===== config.mk =====
export PLATFORM = sky130hd
export DESIGN_NAME = s2l_out
export DESIGN_NICKNAME = d
export VERILOG_FILES = /design/src/rtl/core/s2l_pkg.sv /design/src/rtl/core/s2l_out.sv
export SDC_FILE = /design/constraint.sdc
export NUM_CORES = 1
export LEC_CHECK = 0
export BUFFER_PORTS_ARGS = -buffer_cell sky130_fd_sc_hd__buf_2
export CAP_MARGIN = 20
export CORE_MARGIN = 2
export CORE_UTILIZATION = 48
export DETAILED_ROUTE_END_ITERATION = 7
export PLACE_DENSITY = 0.65
export SYNTH_ARGS = -nofsm -noshare
export SYNTH_HDL_FRONTEND = slang
export SYNTH_SLANG_ARGS = --single-unit

===== constraint.sdc =====
create_clock -name i_clk -period 13.25 [get_ports i_clk]
set_clock_uncertainty 0.15 [all_clocks]
set_input_delay 3.975 -clock i_clk [delete_from_list [all_inputs] [get_ports i_clk]]
set_output_delay 3.975 -clock i_clk [all_outputs]
set_load 0.01 [all_outputs]

===== src/rtl/core/s2l_pkg.sv =====
package s2l_pkg;

    localparam int OUT_FRAC_BITS    = 8;
    localparam int LINEAR_FRAC_BITS = 16;

    localparam int LIN_W   = LINEAR_FRAC_BITS + 1;
    localparam int COEF_W  = 20;
    localparam int PROD_W  = COEF_W + LIN_W;
    localparam int SUM_W   = PROD_W + 2;
    localparam int T_SHIFT = LINEAR_FRAC_BITS - 10;
    localparam int T_W     = 32;
    localparam int ROOT_W  = 31;
    localparam int QUOT_W  = 28;
    localparam int BIT_W   = 5;
    localparam int F_W     = 32;
    localparam int WIDE_W  = 48;
    localparam int MAG_W   = 21;
    localparam int PART_W  = 24;
    localparam int CHUNK_W = 12;
    localparam int Y_W     = PART_W + CHUNK_W;

    localparam int ROOT_STEPS = ROOT_W;
    localparam int LATENCY    = 3 + 4 + 2 * ROOT_STEPS + 3;

    localparam logic [63:0] ONE30      = 64'd1 << 30;
    localparam logic [63:0] T_MAX      = 64'd1 << 31;
    localparam logic [63:0] T_SMALL    = (64'd216 << 30) / 64'd24389;
    localparam logic [63:0] LIN_OFFSET = (64'd432 << 30) + 64'd1566;
    localparam logic [63:0] LIN_SLOPE  = 64'd24389;
    localparam logic [63:0] LIN_DIV    = 64'd3132;

    localparam logic [63:0] LIN_SLOPE_Q  = LIN_SLOPE / LIN_DIV;
    localparam logic [63:0] LIN_SLOPE_R  = LIN_SLOPE % LIN_DIV;
    localparam logic [63:0] LIN_OFFSET_Q = LIN_OFFSET / LIN_DIV;
    localparam logic [63:0] LIN_OFFSET_R = LIN_OFFSET % LIN_DIV;
    localparam int          RECIP_SHIFT  = PART_W + CHUNK_W;
    localparam logic [63:0] LIN_RECIP    = ((64'd1 << RECIP_SHIFT) + LIN_DIV - 64'd1) / LIN_DIV;

    localparam logic [COEF_W-1:0] COEF [3][3] = '{
        '{20'd455029, 20'd394485, 20'd199062},
        '{20'd223004, 20'd749891, 20'd75681},
        '{20'd18619,  20'd114786, 20'd915171}
    };

    typedef struct packed {
        logic [7:0] red;
        logic [7:0] green;
        logic [7:0] blue;
    } t_s2l_req;

    typedef struct packed {
        logic [14:0]        lightness;
        logic signed [15:0] green_red_axis;
        logic signed [15:0] blue_yellow_axis;
    } t_s2l_res;

    typedef struct packed {
        logic [T_W-1:0]    t;
        logic              lin_seg;
        logic [ROOT_W-1:0] r;
        logic [QUOT_W-1:0] q;
    } t_s2l_root;

    typedef logic [LIN_W-1:0] t_lin_lut [256];

    function automatic logic [63:0] f_qpow5(logic [63:0] r);
        logic [63:0] p;
        p = r;
        for (int i = 1; i < 5; i++) begin
            p = (p * r) >> 30;
        end
        return p;
    endfunction

    function automatic logic [LIN_W-1:0] f_decode(logic [63:0] c);
        logic [63:0] u;
        logic [63:0] s;
        logic [63:0] lo;
        logic [63:0] hi;
        logic [63:0] mid;
        logic [63:0] lin;
        if (c * 64'd100000 <= 64'd1031475) begin
            return LIN_W'((((64'd5 * c) << LINEAR_FRAC_BITS) + 64'd8236) / 64'd16473);
        end
        u  = (((64'd1000 * c + 64'd14025) << 30) + 64'd134512) / 64'd269025;
        s  = (u * u + (ONE30 >> 1)) >> 30;
        lo = 64'd0;
        hi = ONE30 + 64'd1;
        for (int it = 0; it < 40; it++) begin
            if (hi - lo > 64'd1) begin
                mid = lo + ((hi - lo) >> 1);
                if (f_qpow5(mid) <= s) begin
                    lo = mid;
                end else begin
                    hi = mid;
                end
            end
        end
        lin = (s * lo + (ONE30 >> 1)) >> 30;
        return LIN_W'((lin + (64'd1 << (29 - LINEAR_FRAC_BITS))) >> (30 - LINEAR_FRAC_BITS));
    endfunction

    function automatic t_lin_lut f_build_lut();
        t_lin_lut lut;
        for (int c = 0; c < 256; c++) begin
            lut[c] = f_decode(64'(c));
        end
        return lut;
    endfunction

    localparam t_lin_lut LIN_LUT = f_build_lut();

endpackage


===== src/rtl/core/s2l_out.sv =====
module s2l_out (
    input  logic                      i_clk,
    input  logic                      i_rst_n,
    input  logic                      i_valid,
    input  logic [s2l_pkg::F_W-1:0]   i_f [3],
    output logic                      o_valid,
    output s2l_pkg::t_s2l_res         o_result
);
    import s2l_pkg::*;

    logic                     r_v1;
    logic                     r_v2;
    logic                     r_v3;
    logic signed [WIDE_W-1:0] r_w [3];
    logic                     r_neg [3];
    logic [MAG_W-1:0]         r_m [3];
    t_s2l_res                 r_res;
    logic signed [WIDE_W-1:0] n_f [3];
    logic [WIDE_W-1:0]        n_abs [3];
    logic [WIDE_W-1:0]        n_rm [3];

    function automatic logic signed [15:0] f_sat(logic neg, logic [MAG_W-1:0] m);
        if (neg) begin
            if (m > MAG_W'(32768)) begin
                return 16'sh8000;
            end
            return 16'(-m);
        end
        if (m > MAG_W'(32767)) begin
            return 16'sh7fff;
        end
        return 16'(m);
    endfunction

    always_ff @(posedge i_clk) begin
        if (!i_rst_n) begin
            r_v1 <= 1'b0;
            r_v2 <= 1'b0;
            r_v3 <= 1'b0;
        end else begin
            r_v1 <= i_valid;
            r_v2 <= r_v1;
            r_v3 <= r_v2;
        end
    end

    always_comb begin
        for (int i = 0; i < 3; i++) begin
            n_f[i] = signed'(WIDE_W'(i_f[i]));
        end
    end

    always_ff @(posedge i_clk) begin
        r_w[0] <= WIDE_W'(116) * n_f[1] - signed'(WIDE_W'(64'd16 << 30));
        r_w[1] <= WIDE_W'(500) * (n_f[0] - n_f[1]);
        r_w[2] <= WIDE_W'(200) * (n_f[1] - n_f[2]);
    end

    always_comb begin
        for (int i = 0; i < 3; i++) begin
            n_abs[i] = r_w[i][WIDE_W-1] ? WIDE_W'(-r_w[i]) : WIDE_W'(r_w[i]);
            n_rm[i]  = (n_abs[i] + (WIDE_W'(1) << (29 - OUT_FRAC_BITS)))
                       >> (30 - OUT_FRAC_BITS);
        end
    end

    always_ff @(posedge i_clk) begin
        for (int i = 0; i < 3; i++) begin
            r_neg[i] <= r_w[i][WIDE_W-1];
            if (n_rm[i] > WIDE_W'(1 << 20)) begin
                r_m[i] <= MAG_W'(1 << 20);
            end else begin
                r_m[i] <= MAG_W'(n_rm[i]);
            end
        end
    end

    always_ff @(posedge i_clk) begin
        if (r_v2) begin
            if (r_neg[0]) begin
                r_res.lightness <= '0;
            end else if (r_m[0] > MAG_W'(32767)) begin
                r_res.lightness <= 15'd32767;
            end else begin
                r_res.lightness <= 15'(r_m[0]);
            end
            r_res.green_red_axis   <= f_sat(r_neg[1], r_m[1]);
            r_res.blue_yellow_axis <= f_sat(r_neg[2], r_m[2]);
        end
    end

    assign o_valid  = r_v3;
    assign o_result = r_res;

endmodule


# --- Word level (Yosys, flattened, before mapping) ---
# Memory sizes are Yosys's and may differ from the RTL's.
# Cells that the tools add are included.
word_totals:
  register_bits: 50
  ram_bits: 210
  inputBits: 99
  out_inout_bits: 48
  word_cells: 78
  mem_count: 3
memory_table:
  columns: ["memory", "depth", "width", "read_ports", "rd_clocked_by_memory_dff", "write_ports", "line", "text"]
  rows:
  - ["r_w", 3, 48, 3, 0, 3, "s2l_out.sv:14", "logic signed [WIDE_W-1:0] r_w [3];"]
  - ["r_m", 3, 21, 3, 0, 3, "s2l_out.sv:16", "logic [MAG_W-1:0] r_m [3];"]
  - ["r_neg", 3, 1, 3, 0, 3, "s2l_out.sv:15", "logic r_neg [3];"]
op_classes:
  addsub: 11
  n_mul: 3
  order_cmp: 8
  muxes: 44
  n_bitwise: 3
ops:
  columns: ["op", "n"]
  rows:
  - ["$mux W16", 12]
  - ["$add A48 B22 Y48 const B", 3]
  - ["$mux W48", 3]
  - ["$neg A48 Y48", 3]
  - ["$gt A26 B21 Y1 const B", 3]
  - ["$sub A32 B32 Y33", 2]
  - ["$gt A21 B15 Y1 const B", 3]
  - ["$mux W21", 3]
  - ["$gt A21 B16 Y1 const B", 2]
  - ["$mul A8 B33 Y41 const A", 1]
  - ["$sub A39 B35 Y40 const B", 1]
  - ["$mul A6 B33 Y39 const A", 1]
  - ["$mul A5 B32 Y37 const A", 1]
  - ["$neg A16 Y16", 2]
  - ["$mux W1", 25]
  - ["$mux W15", 1]
  - ["$or A1 B1 Y1", 3]

# --- Depth between registers and ports, before layout ---
# Gate-level depths: netlist (run 1).
# An unclocked memory read counts as a cell.
logic_depth:
  word_depth: 10
  mapped_depth: 31
  mapped_depth_nobuf: 30

# --- Worst setup path after synthesis (run 1) ---
# Ideal clock, no wire load.
synth_path:
  path_kind: "input-to-reg"
  start: "input i_f[41] (netlist name)"
  end: "memory r_w[1][41] (netlist: r_w[0][89])"
  setup_time_ns: 0.120
  arrival_ns: 10.606
  required_ns: 12.980
  path_slack_ns: 2.375
  cell_stages: 28
  path_buffers: 1
  path_cell_list: "inv_1 -> ha_1 -> and3_1 -> nand3_1 -> or2_2 -> o21ai_1 -> o21a_1 -> nor2_1 -> xnor2_1 -> ha_1 -> xnor2_1 -> fa_1 -> inv_1 -> fa_1 -> inv_1 -> fa_1 -> inv_1 -> ha_1 -> clkbuf_1 -> and4_1 -> nand2_1 -> o311ai_0 -> a21oi_1 -> o31ai_1 -> o21ai_0 -> a31oi_1 -> nor4b_1 -> a211o_1"
synth_rtl:
  columns: ["item", "line", "text"]
  rows:
  - ["from (decl)", "s2l_out.sv:5", "input logic [s2l_pkg::F_W-1:0] i_f [3],"]
  - ["to (decl)", "s2l_out.sv:14", null]

==> out/qor.yml, run 1 <==
die:
  rows: 85
  die_y_um: 238
  pin_count: 147
  dieArea_um2: 56500
  coreArea_um2: 53900
  initial_utilization_pct: 48.6
  die-width_um: 238
worst_setup_path:
  reg2reg_slack_ns: 8.97
  path_max_fanout: 8
  cp.arrival_ns: 11.61
  critical_path_class: "input pin to flop"
  end_kind: "flop"
  worstSetupStartpointType: "input pin"
  crit_required_ns: 13.52
clocking:
  cts_max_level: 1
  max-clock-path-buffers: 3
  cts_tree: "yes"
  clk_pin_slew_ns: 0.06
  cts_hold_buf: 0
  clk_latency_ns: 0.56
  root_buffer: "clkbuf_16"
  clock-sinks: 234
  ctsResizeCount: 0
  cts_made_buffers: 26
  postCtsSetupRepairBufs: 0
yosys:
  avgSynthCellArea_um2: 8.58
  synth_enable_flop_cells: 47
  ys_types: 89
  synth_seq_area_share_pct: 19.7
  synth_mux_area_share_pct: 0.243
  synth_area_um2: 26200
  synth_compound_area_share_pct: 15.1
  post-synth-top-count-cell: "inv_1"
  synthCells: 3057
  synthAdderAreaFrac_pct: 32.6
  synth_top_area_share_pct: 16.6
  synth_common_cells: "602 x inv_1, 348 x ha_1, 207 x fa_1, 201 x nand2_1, 187 x dfxtp_1"
  postSynthRegisterBits: 234
  synth_area_leaders: "ha_1 17%, fa_1 16%, dfxtp_1 14%"
  synth_top_family_by_area: "adder cells"
  synthArstFlopShare_pct: 0
  yosys.area_share.simple_pct: 13.9
  synthFlopType: "dfxtp_1"
  synthXorXnorAreaFrac_pct: 8.95
  ys_warn_count: 0
  yosys.area.top_type: "ha_1"
timing:
  tightest_slew_ns: 0.982
  hold_viol: 0
  final-setup-viol-count: 0
  rsz0062_at_grt: "false"
  max_freq_mhz: 88.2
  finalMaxSlewViolations: 0
  finalSetupTns_ns: 0
  post-route-min-period_ns: 11.33
  relSlewSlack_pct: 34.1
  period_share_pct: 85.5
grt:
  grt_pass1_wl_mm: 99.9
  gr-total-overflow: 0
  track_usage_pct: 21.4
  grt_max_degree: 49
  grt_pass1_vias: 20100
  antenna_found_initial: 0
placement:
  post_dp_cell_area_um2: 27700
  hpwl_mm: 51.5
  gp_congestion: 0.910
  port_buffers: 146
drt:
  ant_nets: 0
  drt-total-wl_mm: 60.3
  vias: 20800
  first_pass_iters: 5
  vias_per_cell: 5.33
  routedWlPerCell_um: 15.5
  drt_iter0_drc: 1260
  post-route-drc-count: 0
min_path:
  worstHoldPathType: "flop to flop"
cells_and_area:
  final_area_um2: 28600
  fin_nets: 3835
  synthToLayoutAreaGrowth_pct: 8.96
  drive_gt1_share_pct: 7.47
  nFillCells: 4996
  diodes: 0
run:
  drv_cap: 0
outcome:
  status: "finished, final reports clean"
[worst paths after layout]
kind,startpoint,to,depth (start not counted)
min,r_v1,r_v2,1
min reg2reg,r_v1,r_v2,1
max reg2reg,r_m[2][0],o_result[3],12
max,i_f[34],r_w[0][89],27
[critical path, cell delays in order]
cell	delay, ns
buf_2	0.20
inv_1	0.11
ha_1	0.36
nor2b_1	0.17
o31a_1	0.28
o41a_1	0.36
a21o_1	0.22
nand2b_1	0.20
xor2_1	0.54
ha_1	0.39
xnor2_1	0.15
fa_1	0.48
inv_1	0.05
fa_1	0.53
inv_1	0.05
fa_1	0.53
inv_1	0.04
ha_1	0.40
and4_1	0.30
nand2_1	0.08
o311ai_0	0.69
a21oi_1	0.24
o31ai_1	0.42
o21ai_0	0.19
a31oi_1	0.31
nor4b_1	0.09
a211o_1	0.23
[registers in the layout, indices dropped and copies added, names as in the netlist]
signal and count:
r_w 118, r_m 63, o_result 47, r_neg 3, o_valid 1, r_v1 1
r_v2 1
[cells in the final DEF (no fill, tap or decap), types with 53 or more instances in the layout]
cell	synthesis	routed
o21ai_0	114	114
nor2_1	173	173
nor3_1	53	53
dfxtp_1	187	186
xnor2_1	183	183
xor2_1	76	76
a21o_1	78	78
ha_1	348	348
fa_1	207	207
a21oi_1	152	152
inv_1	602	602
buf_2	2	146
nand2_1	201	201
[metal layers]
| layer | global-route usage [%] | up-vias | share of wire (%) |
|---|---|---|---|
| li1 | - | 10500 | - |
| met1 | 30.5 | 9836 | 49 |
| met2 | 35.8 | 421 | 46 |
| met3 | 1.97 | 58 | 4.1 |
| met4 | 3.93 | 0 | 1.5 |
| met5 | 0 | - | 0 |
[final cells by class]
cell class	instances	area, µm²	area share, %
Clock inverter	17	179	0.626
Inverter	604	2270	7.93
Tap cell	696	871	3.05
Timing Repair Buffer	152	788	2.76
Clock buffer	31	722	2.53
Sequential cell	234	5160	18.0
Multi-Input combinational cell	2163	18600	65.1
[metrics by stage]
stage | instances | setup WS [ns] | utilization (%) | hold slack (ns)
floorplan | 3061 | 2.37 | - | 0.179
global placement | 3848 | 1.62 | 51.3 | 0.264
detailed placement | 3848 | 1.42 | 51.3 | 0.271
CTS | 3896 | 1.98 | 53.0 | 0.287
global route | 3897 | 1.35 | 53.0 | 0.328
finish | 3897 | 1.92 | 53.0 | 0.284
[kinds of logic (layout without fill, tap and decap cells)]
| group | count (synthesis) | count (layout) |
|---|---|---|
| AOI/OAI and AO/OA | 601 | 601 |
| xor gates and xnor gates | 263 | 263 |
| adders and majority gates | 561 | 561 |
| buffers and inverters | 664 | 804 |
| DFF | 234 | 234 |
| muxes | 6 | 6 |
| other | 1 | 5 |
| and+or+nand+nor | 727 | 727 |
Power of run 1 is left out: the tool's default activity adds up to more than one toggle a clock period on the data nets, which glitch-free logic cannot reach.
==> run 2, diff against run 1 <==
- RECOVER_POWER: not set -> 100
==> run 2 against run 1 <==
Against the previous run: the run now ends with max-capacitance violations, max-slew violations left; cell area fell by 0.40%; cell count did not move; non-clock buffer count did not move; global-route usage did not move; routed wire length rose by 0.16%; sequential share of layout area rose by 0.069 points; setup slack got worse by 0.40 ns; via count rose by 0.34%.
==> out/qor.yml, run 2 (synthesized netlist as in run 1, its figures left out) <==
outcome:
  status: "complete, but fails checks"
  failed_checks: "max-capacitance violations, max-slew violations"
cells_and_area:
  top_register: "r_w"
  fin_nets: 3835  # unchanged
  final_cells: 3897  # unchanged
  final_area_um2: 28500  # -0.40%
  drive_gt1_share_pct: 5.59  # -1.9 points
  synthToLayoutAreaGrowth_pct: 8.52
  final_common_cell: "inv_1"
  diodes: 0  # unchanged
  layout_common_cells: "602 x inv_1, 348 x ha_1, 207 x fa_1"
  largest_reg_flops: 118  # unchanged
min_path:
  min_from: "r_v1"
  worstHoldPathType: "flop to flop"
worst_setup_path:
  path_max_fanout: 11  # +3
  crit_required_ns: 13.52  # about the same
  critPathSlowestCell: "o311ai_0"
  worstSetupStartpointType: "input pin"
  cp.arrival_ns: 12.01  # +0.40 ns
  critPathLaunch: "i_f[33]"
  cpLargestDelayFamily: "compound AO/OA/AOI/OAI gates"
  critical_path_class: "input pin to flop"
  crit_buf_inv: 6  # +1
  r2r_start: "r_w[0][95]"
  cpPeakStageDelay_ns: 0.69  # about the same
  end_kind: "flop"
grt:
  track_usage_pct: 21.4  # unchanged
  grt_pass1_wl_mm: 99.9  # unchanged
  grt_pass1_vias: 20100  # unchanged
  antenna_found_initial: 0  # unchanged
  gr-total-overflow: 0  # unchanged
  grt_max_degree: 49  # unchanged
clocking:
  cts_tree: "yes"
  cts_made_buffers: 26  # unchanged
  clock-sinks: 234  # unchanged
  ctsResizeCount: 0  # unchanged
  root_buffer: "clkbuf_16"
  max-clock-path-buffers: 3  # unchanged
  clk_pin_slew_ns: 0.06  # about the same
  clk_latency_ns: 0.56  # about the same
  cts_max_level: 1  # unchanged
  postCtsSetupRepairBufs: 0  # unchanged
  cts_hold_buf: 0  # unchanged
drt:
  vias_per_cell: 5.35  # +0.34%
  post-route-drc-count: 0  # unchanged
  drt-total-wl_mm: 60.4  # +0.16%
  ant_nets: 0  # unchanged
  first_pass_iters: 5  # unchanged
  routedWlPerCell_um: 15.5  # +0.16%
  drt_iter0_drc: 1326  # +5.2%
  vias: 20900  # +0.34%
timing:
  max_freq_mhz: 85.2  # -3.4%
  relSlewSlack_pct: -24.7  # -59 points
  post-route-min-period_ns: 11.74  # +0.404 ns
  hold_ws_ns: 0.286  # +0.00163 ns
  tightest_slew_ns: 1.82  # +0.841 ns
  finalSetupTns_ns: 0  # unchanged
  period_share_pct: 88.6  # +3.0 points
  final-setup-viol-count: 0  # unchanged
  finalMaxSlewViolations: 40  # +40
  hold_viol: 0  # unchanged
  rsz0062_at_grt: "false"
placement:
  hpwl_mm: 51.5  # unchanged
  placed_cells: 3848  # unchanged
  post_dp_cell_area_um2: 27700  # unchanged
  gp_congestion: 0.910  # unchanged
  port_buffers: 146  # unchanged
run:
  drv_cap: 2  # +2
die:
  initial_utilization_pct: 48.6  # unchanged
  coreArea_um2: 53900  # unchanged
  die_y_um: 238  # unchanged
  die-width_um: 238  # unchanged
  rows: 85  # unchanged
  pin_count: 147  # unchanged
  dieArea_um2: 56500  # unchanged
-- run 2: changes by cell type in the layout (fill, tap and decap cells not counted), sizes merged --
cell / previous run / this run
buf: 152 / 98
clkbuf: 31 / 85
-- run 2: metrics by stage --
| stage | worst slack, ns | utilization [%] |
|---|---|---|
| floorplan | 2.37 | - |
| global placement | 1.62 | 51.3 |
| detailed placement | 1.42 | 51.3 |
| CTS | 1.98 | 53.0 |
| global route | 0.884 | 52.8 |
| finish | 1.51 | 52.8 |
-- run 2: worst reg2reg max path, cell delays in order, from the launching register on --
cell and delay, ns:
dfxtp_1 0.31, clkbuf_1 0.83, clkinv_1 0.76, or3_1 0.57
a2111oi_0 1.52, nor2b_1 0.51, nor2_1 0.10, a311oi_1 0.30
xor2_1 0.20, nor2_1 0.05
-- run 2: final cells by class --
class | count | area (µm²)
inverters | 604 | 2270
clock buffers | 31 | 722
fillers | 5026 | 25500
repair buffers | 152 | 701
well taps | 696 | 871
multi-input cells | 2163 | 18600
flip-flops and latches | 234 | 5150
clock inverters | 17 | 179
-- run 2: per-layer routing --
layer	part of all wire, %	GRT usage [%]	vias to the layer above
li1	-	-	10500
met1	48	30.5	9859
met2	46	35.8	470
met3	4.5	1.97	58
met4	1.5	3.93	0
met5	0	0	-
-- run 2: path summary, 6_finish.rpt --
| check | depth (start not counted) | end | slack (ns) |
|---|---|---|---|
| worst max-delay path | 30 | r_w[0][89] | 1.51 |
| worst min register to register | 1 | r_v2 | 0.29 |
| worst min-delay path | 1 | r_v2 | 0.29 |
| worst max register to register | 9 | r_m[1][13] | 7.82 |
Power of run 2 is left out for the same reason.
==> run 3, diff against run 2 <==
- CORE_ASPECT_RATIO: not set -> 2
==> run 3 against run 2 <==
Against the previous run: the flow still finishes with violations (max-capacitance violations, max-slew violations); cell count shrank 0.44%; core utilization shrank 0.33 points; global-route usage grew 1.7 points; first-iteration DRC count shrank 38%; clock-buffer cell count shrank 3; via count grew 2.0%; critical endpoint unchanged; largest cell class unchanged.
==> out/qor.yml, run 3 (synthesized netlist as in run 1, its figures left out) <==
cells_and_area:
  synthToLayoutAreaGrowth_pct: 8.40
  final_common_cell: "inv_1"
  top_register: "r_w"
  largest_reg_flops: 118  # unchanged
  nFillCells: 5108  # +1.6%
  fin_nets: 3838  # +0.078%
  drive_gt1_share_pct: 5.59  # about the same
  layout_common_cells: "602 x inv_1, 348 x ha_1, 207 x fa_1"
drt:
  routed.top_layer: "met5"
  post-route-drc-count: 0  # unchanged
  wl_met1_mm: 24.1  # -17%
  first_pass_iters: 5  # unchanged
  wl_met2_mm: 35.8  # +30%
  drt-total-wl_mm: 64.7  # +7.0%
  drt_iter0_drc: 824  # -38%
  vias: 21300  # +2.0%
  vias_per_cell: 5.48  # +2.4%
  routedWlPerCell_um: 16.7  # +7.5%
  ant_nets: 0  # unchanged
  met3WireLength_mm: 2.03  # -25%
worst_setup_path:
  critPathSlowestCell: "o311ai_0"
  worstSetupStartpointType: "input pin"
  path_depth: 31  # +3.3%
  crit_path_frequent_cell: "inv_1"
  rr_worst_depth: 9  # unchanged
  critical_path_class: "input pin to flop"
  crit_required_ns: 13.56  # +0.04 ns
  end_kind: "flop"
  path_max_fanout: 11  # unchanged
  cpLargestDelayFamily: "compound AO/OA/AOI/OAI gates"
  cpPeakStageDelay_ns: 0.69  # about the same
  crit_buf_inv: 7  # +1
  cp.arrival_ns: 12.39  # +0.38 ns
die:
  pin_count: 147  # unchanged
  coreArea_um2: 54200  # +0.52%
  initial_utilization_pct: 48.4  # -0.25 points
  die-width_um: 169  # -29%
  rows: 121  # +42%
  die_y_um: 335  # +41%
  dieArea_um2: 56600  # +0.20%
min_path:
  worstHoldPathType: "flop to flop"
  min_path_cells: 1  # unchanged
clocking:
  cts_tree: "yes"
  postCtsSetupRepairBufs: 0  # unchanged
  root_buffer: "clkbuf_16"
  cts_hold_buf: 0  # unchanged
  ctsResizeCount: 0  # unchanged
  cts_made_buffers: 25  # -3.8%
  cts_max_level: 1  # unchanged
  clk_pin_slew_ns: 0.07  # about the same
  clock-sinks: 234  # unchanged
  max-clock-path-buffers: 3  # unchanged
  clk_latency_ns: 0.58  # +0.02 ns
grt:
  grt_pass1_vias: 22200  # +10%
  grt_max_degree: 49  # unchanged
  grt_pass1_wl_mm: 106  # +6.1%
  gr-total-overflow: 0  # unchanged
  track_usage_pct: 23.2  # +1.7 points
  antenna_found_initial: 8  # +8
timing:
  period_share_pct: 91.2  # +2.6 points
  tightest_slew_ns: 3.05  # +1.22 ns
  post-route-min-period_ns: 12.08  # +0.344 ns
  rsz0062_at_grt: "false"
  hold_ws_ns: 0.316  # +0.0308 ns
  relSlewSlack_pct: -103  # -78 points
  final-setup-viol-count: 0  # unchanged
  max_freq_mhz: 82.8  # -2.8%
  finalSetupTns_ns: 0  # unchanged
  finalMaxSlewViolations: 49  # +23%
  hold_viol: 0  # unchanged
run:
  drv_cap: 1  # -1
placement:
  gp_congestion: 0.897  # -1.4%
  hpwl_mm: 55.1  # +7.1%
  port_buffers: 146  # unchanged
outcome:
  status: "complete, but fails checks"
  failed_checks: "max-capacitance violations, max-slew violations"
## run 3: path summary, 6_finish.rpt
path / start / to / slack [ns]
worst min-delay path: r_v1 / r_v2 / 0.32
worst min register to register: r_v1 / r_v2 / 0.32
worst max-delay path: i_f[33] / r_w[0][89] / 1.17
worst max register to register: r_w[0][95] / r_m[1][13] / 8.57
## run 3: stage by stage
step	worst slack [ns]	utilization, %	std cells	instance area, µm²
2_1_floorplan	2.37	-	3061	26200
3_3_place_gp	1.23	51.0	3833	27700
3_5_place_dp	1.03	51.0	3833	27700
4_1_cts	1.61	52.7	3879	28500
5_1_grt	0.538	52.4	3880	28400
6_report	1.17	52.4	3880	28400
## run 3: layer usage
metal	vias up	track usage (%)
met3	148	2.54
li1	10500	-
met1	10300	24.1
met5	-	0
met2	379	46.1
met4	12	9.42
## run 3: final cells by class
| type | count | area (µm²) | share of cell area (%) |
|---|---|---|---|
| diodes | 1 | 2.50 | 0.00880 |
| clock buffers | 28 | 678 | 2.39 |
| clock inverters | 18 | 194 | 0.682 |
| inverters | 604 | 2270 | 7.98 |
| multi-input cells | 2163 | 18600 | 65.3 |
| flip-flops and latches | 234 | 5150 | 18.1 |
| well taps | 676 | 846 | 2.98 |
| repair buffers | 156 | 719 | 2.53 |
Power of run 3 is left out for the same reason.
